[src/sv/sll_pkg.sv]
// Shared types, character codes and token kinds for the shell line lexer.
package sll_pkg;

    typedef enum logic [2:0] {
        MODE_PLAIN  = 3'b001,
        MODE_SQUOTE = 3'b010,
        MODE_DQUOTE = 3'b100
    } mode_t;

    localparam logic [3:0] KIND_WORD      = 4'd0;
    localparam logic [3:0] KIND_PIPE      = 4'd1;
    localparam logic [3:0] KIND_PIPEPIPE  = 4'd2;
    localparam logic [3:0] KIND_LESS      = 4'd3;
    localparam logic [3:0] KIND_HEREDOC   = 4'd4;
    localparam logic [3:0] KIND_GREATER   = 4'd5;
    localparam logic [3:0] KIND_APPEND    = 4'd6;
    localparam logic [3:0] KIND_SEMICOLON = 4'd7;
    localparam logic [3:0] KIND_AND       = 4'd8;
    localparam logic [3:0] KIND_ANDAND    = 4'd9;

    localparam logic [7:0] CH_PIPE   = 8'h7C;
    localparam logic [7:0] CH_LESS   = 8'h3C;
    localparam logic [7:0] CH_GREAT  = 8'h3E;
    localparam logic [7:0] CH_SEMI   = 8'h3B;
    localparam logic [7:0] CH_AMP    = 8'h26;
    localparam logic [7:0] CH_SPACE  = 8'h20;
    localparam logic [7:0] CH_SQUOTE = 8'h27;
    localparam logic [7:0] CH_DQUOTE = 8'h22;

    localparam int RES_SLOTS = 3;

    typedef struct packed {
        logic [7:0] data_byte;
        logic       byte_valid;
        logic [3:0] token_kind;
        logic       token_end;
        logic       line_end;
        logic       status;
        logic       last;
    } result_t;

    typedef struct packed {
        mode_t      mode;
        logic       word_open;
        logic [7:0] held_op;
        logic       held_valid;
    } lex_state_t;

    function automatic logic [3:0] single_kind(input logic [7:0] c);
        logic [3:0] k;
        case (c)
            CH_PIPE:  k = KIND_PIPE;
            CH_LESS:  k = KIND_LESS;
            CH_GREAT: k = KIND_GREATER;
            CH_AMP:   k = KIND_AND;
            default:  k = KIND_WORD;
        endcase
        return k;
    endfunction

    function automatic result_t mk_result(input logic [7:0] b, input logic bv,
                                          input logic [3:0] kind, input logic tend);
        result_t r;
        r.data_byte  = b;
        r.byte_valid = bv;
        r.token_kind = kind;
        r.token_end  = tend;
        r.line_end   = 1'b0;
        r.status     = 1'b0;
        r.last       = 1'b0;
        return r;
    endfunction

endpackage

[src/sv/sll_step.sv]
// Per-byte lexer decision: next state and up to three results for one request.
module sll_step
    import sll_pkg::*;
(
    input  lex_state_t       state_i,
    input  logic [7:0]       ch_i,
    input  logic             eol_i,
    output lex_state_t       state_o,
    output result_t [2:0]    res_o,
    output logic [1:0]       count_o
);

    always_comb begin
        lex_state_t st;
        result_t [2:0] res;
        logic [1:0] n;
        logic [7:0] q;
        logic [3:0] k;
        logic consumed;
        logic err;

        st       = state_i;
        res      = '0;
        n        = 2'd0;
        err      = 1'b0;
        consumed = 1'b0;
        q        = (st.mode == MODE_SQUOTE) ? CH_SQUOTE : CH_DQUOTE;
        k        = single_kind(st.held_op);

        if (st.mode == MODE_SQUOTE || st.mode == MODE_DQUOTE) begin
            if (ch_i == q) begin
                res[n]  = mk_result(8'd0, 1'b0, KIND_WORD, 1'b1);
                n       = n + 2'd1;
                st.mode = MODE_PLAIN;
            end else begin
                res[n] = mk_result(ch_i, 1'b1, KIND_WORD, 1'b0);
                n      = n + 2'd1;
            end
        end else begin
            st.mode = MODE_PLAIN;
            if (st.held_valid) begin
                st.held_valid = 1'b0;
                if (ch_i == st.held_op) begin
                    res[n]   = mk_result(8'd0, 1'b0, k + 4'd1, 1'b1);
                    n        = n + 2'd1;
                    consumed = 1'b1;
                end else begin
                    res[n] = mk_result(8'd0, 1'b0, k, 1'b1);
                    n      = n + 2'd1;
                end
            end
            if (!consumed) begin
                if (ch_i == CH_SPACE || single_kind(ch_i) != KIND_WORD || ch_i == CH_SEMI
                        || ch_i == CH_SQUOTE || ch_i == CH_DQUOTE) begin
                    if (st.word_open) begin
                        res[n]       = mk_result(8'd0, 1'b0, KIND_WORD, 1'b1);
                        n            = n + 2'd1;
                        st.word_open = 1'b0;
                    end
                    if (single_kind(ch_i) != KIND_WORD) begin
                        st.held_op    = ch_i;
                        st.held_valid = 1'b1;
                    end else if (ch_i == CH_SEMI) begin
                        res[n] = mk_result(8'd0, 1'b0, KIND_SEMICOLON, 1'b1);
                        n      = n + 2'd1;
                    end else if (ch_i == CH_SQUOTE) begin
                        st.mode = MODE_SQUOTE;
                    end else if (ch_i == CH_DQUOTE) begin
                        st.mode = MODE_DQUOTE;
                    end
                end else begin
                    res[n]       = mk_result(ch_i, 1'b1, KIND_WORD, 1'b0);
                    n            = n + 2'd1;
                    st.word_open = 1'b1;
                end
            end
        end

        if (eol_i) begin
            if (st.held_valid) begin
                res[n]        = mk_result(8'd0, 1'b0, single_kind(st.held_op), 1'b1);
                n             = n + 2'd1;
                st.held_valid = 1'b0;
            end
            if (st.word_open) begin
                res[n]       = mk_result(8'd0, 1'b0, KIND_WORD, 1'b1);
                n            = n + 2'd1;
                st.word_open = 1'b0;
            end
            if (st.mode != MODE_PLAIN) begin
                err     = 1'b1;
                st.mode = MODE_PLAIN;
            end
            st.held_op = 8'd0;
            if (n == 2'd0) begin
                res[n] = mk_result(8'd0, 1'b0, KIND_WORD, 1'b0);
                n      = n + 2'd1;
            end
            res[n - 2'd1].line_end = 1'b1;
            res[n - 2'd1].status   = err;
        end

        if (n != 2'd0) begin
            res[n - 2'd1].last = 1'b1;
        end

        state_o = st;
        res_o   = res;
        count_o = n;
    end

endmodule

[src/sv/shell_line_lexer.sv]
// Top level of the shell line lexer: state registers and result buffer.
// The results of a request are registered when it is accepted and offered from the next cycle.
// One request per cycle while each gives at most one result and the result side is
// ready; a request that gives more results (up to three) holds the input until the
// single result port has drained them from the three-entry buffer.
// Reset: synchronous aresetn clears lexer mode, word and held operator, empties buffer.
module shell_line_lexer
    import sll_pkg::*;
(
    input  logic       aclk,
    input  logic       aresetn,
    input  logic       s_tvalid,
    output logic       s_tready,
    input  logic [7:0] s_tdata,   // [7:0] ch
    input  logic       s_tlast,   // last_of_line
    output logic       m_tvalid,
    input  logic       m_tready,
    output logic [7:0] m_tdata,   // [7:0] data_byte
    output logic [7:0] m_tuser,   // [0] byte_valid, [4:1] token_kind, [5] token_end,
                                  // [6] line_end, [7] status
    output logic       m_tlast    // last
);

    lex_state_t    state_reg, state_next;
    result_t [2:0] step_res;
    logic [1:0]    step_count;
    result_t       res_reg [RES_SLOTS];
    logic [1:0]    cnt_reg;
    logic [1:0]    idx_reg;
    result_t       cur;
    logic          s_acc;
    logic          m_acc;
    logic          drain_last;

    sll_step u_step (
        .state_i (state_reg),
        .ch_i    (s_tdata),
        .eol_i   (s_tlast),
        .state_o (state_next),
        .res_o   (step_res),
        .count_o (step_count)
    );

    assign cur        = res_reg[idx_reg];
    assign m_tvalid   = (cnt_reg != 2'd0);
    assign m_acc      = m_tvalid && m_tready;
    assign drain_last = (idx_reg + 2'd1 == cnt_reg);
    assign s_tready   = (cnt_reg == 2'd0) || (m_tready && drain_last);
    assign s_acc      = s_tvalid && s_tready;

    assign m_tdata = cur.data_byte;
    assign m_tuser = {cur.status, cur.line_end, cur.token_end, cur.token_kind, cur.byte_valid};
    assign m_tlast = cur.last;

    always_ff @(posedge aclk) begin
        if (!aresetn) begin
            state_reg <= '{mode: MODE_PLAIN, word_open: 1'b0, held_op: 8'd0,
                           held_valid: 1'b0};
            cnt_reg   <= 2'd0;
            idx_reg   <= 2'd0;
        end else if (s_acc) begin
            state_reg <= state_next;
            cnt_reg   <= step_count;
            idx_reg   <= 2'd0;
        end else if (m_acc) begin
            if (drain_last) begin
                cnt_reg <= 2'd0;
                idx_reg <= 2'd0;
            end else begin
                idx_reg <= idx_reg + 2'd1;
            end
        end
    end

    // hold payload until the next request loads it
    always_ff @(posedge aclk) begin
        if (s_acc) begin
            res_reg[0] <= step_res[0];
            res_reg[1] <= step_res[1];
            res_reg[2] <= step_res[2];
        end
    end

endmodule

[config.mk]
export PLATFORM = sky130hd
export DESIGN_NAME = shell_line_lexer
export DESIGN_NICKNAME = d
export VERILOG_FILES = /design/src/sv/sll_pkg.sv /design/src/sv/sll_step.sv /design/src/sv/shell_line_lexer.sv
export SDC_FILE = /design/constraint.sdc
export NUM_CORES = 1
export LEC_CHECK = 0
export ABC_AREA = 1
export BUFFER_PORTS_ARGS = -buffer_cell sky130_fd_sc_hd__buf_4
export CORE_MARGIN = 4
export CORE_UTILIZATION = 33
export CTS_CLUSTER_DIAMETER = 100
export DETAILED_ROUTE_END_ITERATION = 7
export PLACE_DENSITY_LB_ADDON = 0.05
export SYNTH_ARGS = -nofsm -noshare
export SYNTH_HDL_FRONTEND = slang
export SYNTH_HIERARCHICAL = 1
export SYNTH_SLANG_ARGS = --single-unit
[constraint.sdc]
create_clock -name aclk -period 5.1 [get_ports aclk]
set_clock_uncertainty 0.2 [all_clocks]
set_input_delay 0.765 -clock aclk [delete_from_list [all_inputs] [get_ports aclk]]
set_output_delay 0.765 -clock aclk [all_outputs]
set_load 0.05 [all_outputs]
==> key figures, run 1 <==
Route
  • Average via count per standard cell: 4.77
  • DR iter-0 viols: 313
  • WL/cell: 15.1 um
  • Drc violations: 0
  • TritonRoute pass-1 iters: 5
  • Wirelength, routed: 12,600 um
  • Via Count: 3,984
  • Routed Antenna Nets: 0

Clocking
  • H-tree depth: 3
  • Post-CTS Resized: 0
  • CTS Buf Count: 9
  • Total setup buffers inserted after CTS: 0
  • Insertion delay to the later sink of the worst-skew pair: 0.34 ns
  • Clk pin slew, worst setup/hold paths: 0.06 ns
  • CTS tree: done
  • Max Root-Sink Buffers: 2
  • Hold buffers post-CTS: 0
  • Root buf cell: clkbuf_16
  • Clk sinks: 70

Power and ir drop
  • Total power: 0.00216 W
  • Peak supply drop: 194 uV
  • Cell Pwr Density: 407 nW/um2
  • Leak pwr: 2.37 nW

Yosys
  • Top FF cell, synth: edfxtp_1
  • Synth Area per Inst: 7.49 um2
  • Yosys reg bits: 70
  • Yosys Warn Count: 6
  • Post-synth EDFFs: 51
  • Post-Syn Instances: 623
  • Top cells by area, synth: edfxtp_1, nand2_1, dfxtp_1
  • Post-synth top area share: 32.8%
  • Area leader, netlist: edfxtp_1
  • Sequential share of the synthesized area: 41.0%
  • Ys async rst share: 0%
  • Mapped Area: 4670 um2
  • Netlist cell types: 41

Job
  • MaxCap Viol Count: 0

Timing
  • Unrepaired setup endpoints after global routing: false
  • Final setup TNS: 0 ns
  • Slew Limit Fails: 0
  • Final WS setup: 1.02 ns
  • Final Hold Violating Endpoints: 0
  • Worst-Margin Slew: 1.08 ns
  • Period utilization: 79.9%
  • Achievable frequency: 245 MHz
  • Max_slew headroom: 28.2%
  • Crit path time final: 4.08 ns
  • Setup violators final: 0
  • Worst hold slack: 0.266 ns

Hold path
  • Hold WC Path Type: register to register

Floorplanning
  • DIE WIDTH: 127 um
  • # IOs: 32
  • Core area: 13,900 um2
  • Die Height: 127 um
  • Initial Utilization: 33.6%
  • Die Area: 16,100 um2
  • Rows: 43

Placement
  • Gp weighted congestion: 0.885
  • I/O Buffers: 31
  • Dpl hpwl: 9740 um
  • Setup WS pre-CTS: 0.709 ns

GRT
  • Largest net degree at the start of global routing: 52
  • GR Overflow Total: 0
  • Initial antenna violation count: 0
  • Overall routing resource usage: 16.4%
  • Global-route wire length before repair: 20,600 um
  • Vias in the first global route: 3,948

Critical path
  • Crit path required time: 5.09 ns
  • Worst-path maximum fanout: 7
  • WP data arrival: 4.07 ns
  • Slowest stage delay, CP: 0.33 ns
  • CP Cell Sequence: buf_4, inv_2, nand2_2, nor2_2, nand2_2, nand3_4, inv_6, nand3_2, nand4_1, ha_1, nand2_1, nand2_1, ha_1, nand2_1, nand2_1, ha_1, nor2_1, nand3_1, a21oi_1, nand4_1, o21ai_1
  • Crit-path most repeated cell: nand2_1
  • Slowest CP cell: ha_1
  • Setup crit start kind: input pin
  • Crit end category: register
  • Setup CP Type: input pin to register

Layout
  • Max reg flops: 51
  • Nets: 678
  • Ant. Diodes: 0
  • Layout overhead on the synthesized area: 14.1%
  • Commonest non-fill, non-tap cell in the layout: nand2_1
  • Share of layout cells above drive strength 1: 15.2%
  • Highest-count cells in the layout ignoring fill and taps: nand2_1, nor2_1, inv_1

Outcome
  • Status: finished clean
-- stage by stage --
step / util [%] / cells / area (um2)
floorplan: - / 631 / 4700
global placement: 36.2 / 820 / 5020
detailed placement: 36.2 / 820 / 5020
CTS: 38.3 / 836 / 5320
global route: 38.3 / 836 / 5320
finish: 38.3 / 836 / 5320
-- where the power goes --
part	internal [W]	total, W	switching, W
sequential	0.000735	0.000780	0.0000447
clock	0.000380	0.000629	0.000249
combinational	0.000214	0.000755	0.000542
total	0.00133	0.00216	0.000835
-- cells in the mapped netlist, types with 7 or more instances --
| master | number |
|---|---|
| nand2_1 | 150 |
| nor2_1 | 83 |
| inv_1 | 72 |
| a21oi_1 | 57 |
| edfxtp_1 | 51 |
| nand3_1 | 40 |
| dfxtp_1 | 19 |
| nand2_2 | 15 |
| ha_1 | 14 |
| o21ai_0 | 14 |
| nor3_1 | 12 |
| nand4_1 | 11 |
| buf_4 | 9 |
| clkbuf_1 | 9 |
| inv_2 | 8 |
| o21ai_1 | 7 |
-- logic make-up (layout without fill, tap and decap cells) --
group | Yosys count | in the layout | share of synthesized area (%)
compound gates | 85 | 85 | 9.82
xor+xnor | 7 | 7 | 1.72
fa+ha+maj | 14 | 14 | 3.75
buf+inv | 111 | 136 | 10.3
flops | 70 | 70 | 41.0
other cells | 1 | 9 | 0.0804
simple gates | 335 | 335 | 33.3
-- final cells by class --
class / count / area [um2]
Fill cell: 1492 / 8560
Multi-Input combinational cell: 450 / 2300
Sequential cell: 70 / 1910
Inverter: 86 / 330
Timing Repair Buffer: 34 / 255
Clock buffer: 9 / 225
Tap cell: 180 / 225
Clock inverter: 7 / 72.6
-- worst max-delay path: cells and delay by family --
family	cells	cell delay, ns
AOI/OAI and AO/OA	2	0.41
adders and majority gates	3	0.89
buffers and inverters	3	0.30
and+or+nand+nor	13	1.67
-- worst paths after layout --
path                                       to  slack (ns)           from  cells after the start
worst max-delay path            res_reg[0][7]        1.02     s_tdata[6]                     21
worst min-delay path            state_reg[10]        0.27  state_reg[10]                      2
worst min register to register  state_reg[10]        0.27  state_reg[10]                      2
worst max register to register  res_reg[0][7]        1.06  state_reg[12]                     19
-- metal layers --
layer / up-vias / GRT usage (%) / share of wire, %
li1: 2063 / - / -
met1: 1812 / 22.5 / 49
met2: 86 / 25.8 / 45
met3: 23 / 3.07 / 3.8
met4: 0 / 5.62 / 2.2
met5: - / 0 / 0
Note: power is estimated with default switching activity, not from simulation.
==> run 2, diff against run 1 <==
clock period = 3.89 ns   (was 5.1 ns; I/O delays follow)
==> run 2 against run 1 <==
  * Routed wire length up 0.25%
  * Total power up 33%
  * Sequential power up 31%
  * Utilization up 1.2 points
  * Sequential cell count unchanged
  * Die area unchanged
  * Critical path depth up 3
  * Clock power up 31%
  * Combinational power up 38%
  * Sequential share of layout area down 1.1 points
  * Worst setup slack worse by 0.63 ns
  * Largest cell class unchanged
==> key figures, run 2 (synthesis results as in run 1) <==
Layout
  • Fill cells: 1,507
  • Area of the multi-input gates: 2310 um2
  • Layout Cells excl Fill: 856
  • Highest-count cells in the layout ignoring fill and taps: nand2_1, nor2_1, inv_1
  • Layout overhead on the synthesized area: 17.5%
  • Max reg flops: 51
  • Commonest non-fill, non-tap cell in the layout: nand2_1
  • Ant. Diodes: 0
  • Register area: 1910 um2
  • Nets: 698
  • Utilization after layout: 39.5%
  • Share of layout cells above drive strength 1: 18.0%

Floorplanning
  • DIE WIDTH: 127 um
  • Rows: 43
  • Die Area: 16,100 um2
  • Core area: 13,900 um2
  • # IOs: 32
  • Die Height: 127 um
  • Initial Utilization: 33.6%

Critical path
  • Crit-path most repeated cell: nand2_1
  • Crit end category: register
  • Setup crit start kind: input pin
  • Slowest CP cell: ha_1
  • Slowest stage delay, CP: 0.30 ns
  • Worst-path maximum fanout: 6
  • Crit path required time: 3.89 ns
  • FF-to-FF Start: state_reg[5]
  • WP data arrival: 3.49 ns
  • Reg-to-Reg End: res_reg[2][5]
  • CP Cell Sequence: buf_4, inv_2, nand2_2, nor2_4, nand2_2, nand2_1, nor2_4, nand3_2, nand4_1, ha_1, nand2_1, nand2_1, ha_1, nand2_1, nand2_1, ha_1, nor2_1, buf_4, inv_1, nand2_1, inv_1, nor2_1, nand2_1, nand2_1
  • Worst r2r path cells: 23
  • Setup CP Type: input pin to register
  • R2R setup slack: 0.44 ns

Route
  • DR iter-0 viols: 239
  • Drc violations: 0
  • Routed Antenna Nets: 0
  • Via Count: 3,999
  • WL/cell: 14.8 um
  • Wirelength, routed: 12,600 um
  • Average via count per standard cell: 4.67
  • TritonRoute pass-1 iters: 4

Hold path
  • Hold_sp: state_reg[10]
  • WHS Path Cells: 2
  • Hold WC Path Type: register to register
  • Worst Hold End: state_reg[10]

GRT
  • Largest net degree at the start of global routing: 52
  • Initial antenna violation count: 0
  • Global-route wire length before repair: 20,600 um
  • GR Overflow Total: 0
  • Overall routing resource usage: 16.5%
  • Vias in the first global route: 3,870

Clocking
  • Insertion delay to the later sink of the worst-skew pair: 0.34 ns
  • Clk sinks: 70
  • Max Root-Sink Buffers: 2
  • Root buf cell: clkbuf_16
  • H-tree depth: 3
  • CTS Buf Count: 9
  • Clk pin slew, worst setup/hold paths: 0.06 ns
  • CTS tree: done
  • Hold buffers post-CTS: 0

Timing
  • Max_slew headroom: 56.8%
  • Achievable frequency: 286 MHz
  • Worst-Margin Slew: 0.647 ns
  • Setup violators final: 0
  • Slew Limit Fails: 0
  • Final Hold Violating Endpoints: 0
  • Unrepaired setup endpoints after global routing: false
  • Crit path time final: 3.50 ns
  • Period utilization: 89.9%

Power and ir drop
  • Peak supply drop: 182 uV
  • Clock power share: 28.7%
  • Leak pwr: 2.46 nW
  • Pint: 0.00178 W
  • Power share of the combinational group: 36.0%
  • Net Sw Frac: 38.3%
  • Cell Pwr Density: 525 nW/um2
  • Flop pwr share: 35.3%
  • Total power: 0.00288 W
  • NetSw: 0.00110 W

Placement
  • Gp weighted congestion: 0.946
  • I/O Buffers: 31
  • Inst Count DP: 840
  • Dpl hpwl: 9730 um

Outcome
  • Status: finished clean

Job
  • MaxCap Viol Count: 0
run 2: cell count changes in the layout (fill, tap and decap cells not counted), sizes merged:
cell,previous run,this run
clkinvlp,0,2
inv,84,82
buf,34,54
run 2: how the worst max path moves through the flow:
stage	from	endpoint	slack, ns	cells after the start
3_3_place_gp	s_tdata[6]	res_reg[0][7]	0.08	21
2_1_floorplan	s_tdata[4]	res_reg[0][7]	0.27	21
3_5_place_dp	s_tdata[6]	res_reg[0][7]	-0.03	21
4_1_cts	s_tdata[6]	res_reg[0][7]	0.32	21
5_1_grt	s_tdata[6]	res_reg[2][5]	0.07	24
6_report	s_tdata[6]	res_reg[2][5]	0.39	24
run 2: area by class of cell:
class,instances,area share [%]
Clock inverter,7,1.37
Tap cell,180,4.11
Sequential cell,70,34.9
Inverter,86,6.02
Timing Repair Buffer,54,7.39
Clock buffer,9,4.11
Multi-Input combinational cell,450,42.1
run 2: per-stage QoR:
step / cell area (um2) / worst slack, ns / hold slack (ns) / setup TNS (ns)
finish: 5480 / 0.394 / 0.276 / 0
global route: 5480 / 0.0742 / 0.293 / 0
CTS: 5480 / 0.320 / 0.279 / 0
detailed placement: 5170 / -0.0316 / 0.264 / -0.0329
global placement: 5170 / 0.0793 / 0.251 / 0
floorplan: 4700 / 0.274 / 0.229 / 0
run 2: power groups by stage:
stage	logic, W	registers (W)	clock network (W)
floorplan	0.000758	0.00102	0
global placement	0.00104	0.00103	0
detailed placement	0.00104	0.00103	0
CTS	0.00105	0.00102	0.000853
global route	0.00115	0.00103	0.000887
finish	0.00104	0.00102	0.000826
run 2: worst max-delay path: cells and delay by family:
family,cells,cell delay (ns)
and+or+nand+nor,16,1.60
adders and majority gates,3,0.83
buffers and inverters,5,0.47
run 2: timing repair:
| action | in CTS | in global routing |
|---|---|---|
| resized for setup | 0 | 2 |
| setup buffers | 0 | 0 |
| setup endpoints to repair | 0 | 4 |
run 2: routing by layer:
layer / vias to the layer above / routed length, um / part of all wire [%] / track usage, %
met5: - / 0 / 0 / 0
met4: 0 / 274 / 2.2 / 6.56
met3: 18 / 310 / 2.5 / 2.82
met2: 53 / 5730 / 45 / 26.0
met1: 1819 / 6320 / 50 / 22.5
li1: 2109 / - / - / -
==> run 3, diff against run 2 <==
CORE_MARGIN = default   (was 4)
CORE_UTILIZATION = 40   (was 33)
CTS_CLUSTER_DIAMETER = 40   (was 100)
==> run 3 against run 2 <==
  * Global-route usage rose by 4.9 points
  * Total power is 3.6% lower
  * Largest power group is now registers
  * Routed wire length is 6.9% lower
  * Critical path depth did not move
  * Worst setup slack got worse by 0.086 ns
  * Final cell count is 4.9% lower
==> key figures, run 3 (synthesis results as in run 1) <==
Outcome
  • Status: finished clean

Layout
  • Nets: 693
  • Max reg flops: 51
  • Layout Cells excl Fill: 814
  • Highest-count cells in the layout ignoring fill and taps: nand2_1, nor2_1, inv_1
  • Utilization after layout: 47.2%
  • Ant. Diodes: 0
  • Share of layout cells above drive strength 1: 17.4%
  • Layout overhead on the synthesized area: 15.0%
  • Commonest non-fill, non-tap cell in the layout: nand2_1
  • Fill cells: 1,156

Floorplanning
  • Initial Utilization: 41.0%
  • Die Height: 110 um
  • # IOs: 32
  • Rows: 39
  • Die Area: 12,100 um2
  • Core area: 11,400 um2
  • DIE WIDTH: 110 um

Timing
  • Slew Limit Fails: 0
  • Period utilization: 92.1%
  • Worst-Margin Slew: 0.563 ns
  • Achievable frequency: 279 MHz
  • Crit path time final: 3.58 ns
  • Final Hold Violating Endpoints: 0
  • Setup violators final: 0
  • Final setup TNS: 0 ns
  • Max_slew headroom: 62.2%
  • Unrepaired setup endpoints after global routing: false

Clocking
  • Clk pin slew, worst setup/hold paths: 0.05 ns
  • Total setup buffers inserted after CTS: 0
  • Max Root-Sink Buffers: 2
  • Insertion delay to the later sink of the worst-skew pair: 0.34 ns
  • H-tree depth: 3
  • Root buf cell: clkbuf_16
  • Post-CTS Resized: 0
  • Hold buffers post-CTS: 0
  • Clk sinks: 70
  • CTS tree: done
  • CTS Buf Count: 9

Route
  • Average via count per standard cell: 4.91
  • Routed Antenna Nets: 0
  • Via Count: 3,997
  • DR iter-0 viols: 224
  • Wirelength, routed: 11,800 um
  • TritonRoute pass-1 iters: 5
  • Drc violations: 0
  • WL/cell: 14.4 um

Power and ir drop
  • Pint: 0.00170 W
  • Power share of the combinational group: 36.5%
  • Flop pwr share: 36.7%
  • Cell Pwr Density: 517 nW/um2
  • Peak supply drop: 300 uV
  • NetSw: 0.00108 W
  • Leak pwr: 2.42 nW
  • Clock power share: 26.8%
  • Total power: 0.00278 W
  • Net Sw Frac: 38.9%

Hold path
  • Hold_sp: state_reg[10]
  • Hold WC Path Type: register to register

GRT
  • Global-route wire length before repair: 19,100 um
  • Overall routing resource usage: 21.4%
  • Initial antenna violation count: 0
  • Largest net degree at the start of global routing: 30
  • Vias in the first global route: 3,728
  • GR Overflow Total: 0

Placement
  • I/O Buffers: 31
  • Dpl hpwl: 8940 um
  • Gp weighted congestion: 0.885
  • Inst Count DP: 798

Critical path
  • R2R setup slack: 0.32 ns
  • WP data arrival: 3.59 ns
  • FF-to-FF Start: state_reg[1]
  • Crit end category: register
  • Setup CP Type: input pin to register
  • Crit path from: s_tdata[6]
  • Setup crit start kind: input pin
  • Crit path required time: 3.89 ns
  • Worst-path maximum fanout: 7

Job
  • MaxCap Viol Count: 0
[run 3: cell types whose count changed in the layout (fill, tap and decap cells not counted), sizes merged]
cell    previous run  this run
clkbuf             9        10
bufinv             1         0
buf               54        49
[run 3: routing by layer]
layer / GRT usage [%] / share of wire (%)
met2: 33.6 / 45
met1: 28.4 / 49
met3: 4.29 / 3.7
met4: 9.71 / 1.7
met5: 0 / 0
[run 3: path summary, 6_finish.rpt]
kind         cells past startpoint             to
max reg2reg                     23  res_reg[2][5]
max                             24  res_reg[2][5]
min                              2  state_reg[10]
min reg2reg                      2  state_reg[10]
[run 3: stage by stage]
| stage | area (um2) | setup slack [ns] | hold slack [ns] |
|---|---|---|---|
| 6_report | 5370 | 0.309 | 0.270 |
| 5_1_grt | 5370 | 0.0126 | 0.288 |
| 2_1_floorplan | 4700 | 0.274 | 0.229 |
| 3_5_place_dp | 5090 | -0.0296 | 0.256 |
| 3_3_place_gp | 5090 | 0.0423 | 0.249 |
| 4_1_cts | 5360 | 0.323 | 0.269 |
[run 3: worst max-delay path, cell delays in order]
cell and delay, ns:
buf_4 0.12, inv_2 0.11, nand2_2 0.11, nor2_4 0.13, nand2_2 0.10, inv_1 0.18, nand2_1 0.14, nand2_4 0.10
o211ai_4 0.08, ha_1 0.29, nand2_1 0.08, nand2_1 0.11, ha_1 0.31, nand2_1 0.07, nand2_1 0.09, ha_1 0.26
nor2_1 0.17, buf_4 0.15, inv_1 0.04, nand2_1 0.06, inv_1 0.05, nor2_1 0.14, nand2_1 0.07, nand2_1 0.05
[run 3: power groups by stage]
stage	Combinational, W	Sequential, W	Clock, W
2_1_floorplan	0.000758	0.00102	0
3_3_place_gp	0.00101	0.00103	0
3_5_place_dp	0.00101	0.00104	0
4_1_cts	0.00102	0.00102	0.000767
5_1_grt	0.00113	0.00103	0.000802
6_report	0.00101	0.00102	0.000744
[run 3: final cells by class]
type	count	area, um2	area share, %
multi-input combinational	450	2310	43.1
tap	143	179	3.33
inverter	86	330	6.15
timing repair buffer	49	368	6.85
clock inverter	6	38.8	0.723
clock buffer	10	229	4.27
sequential	70	1910	35.6
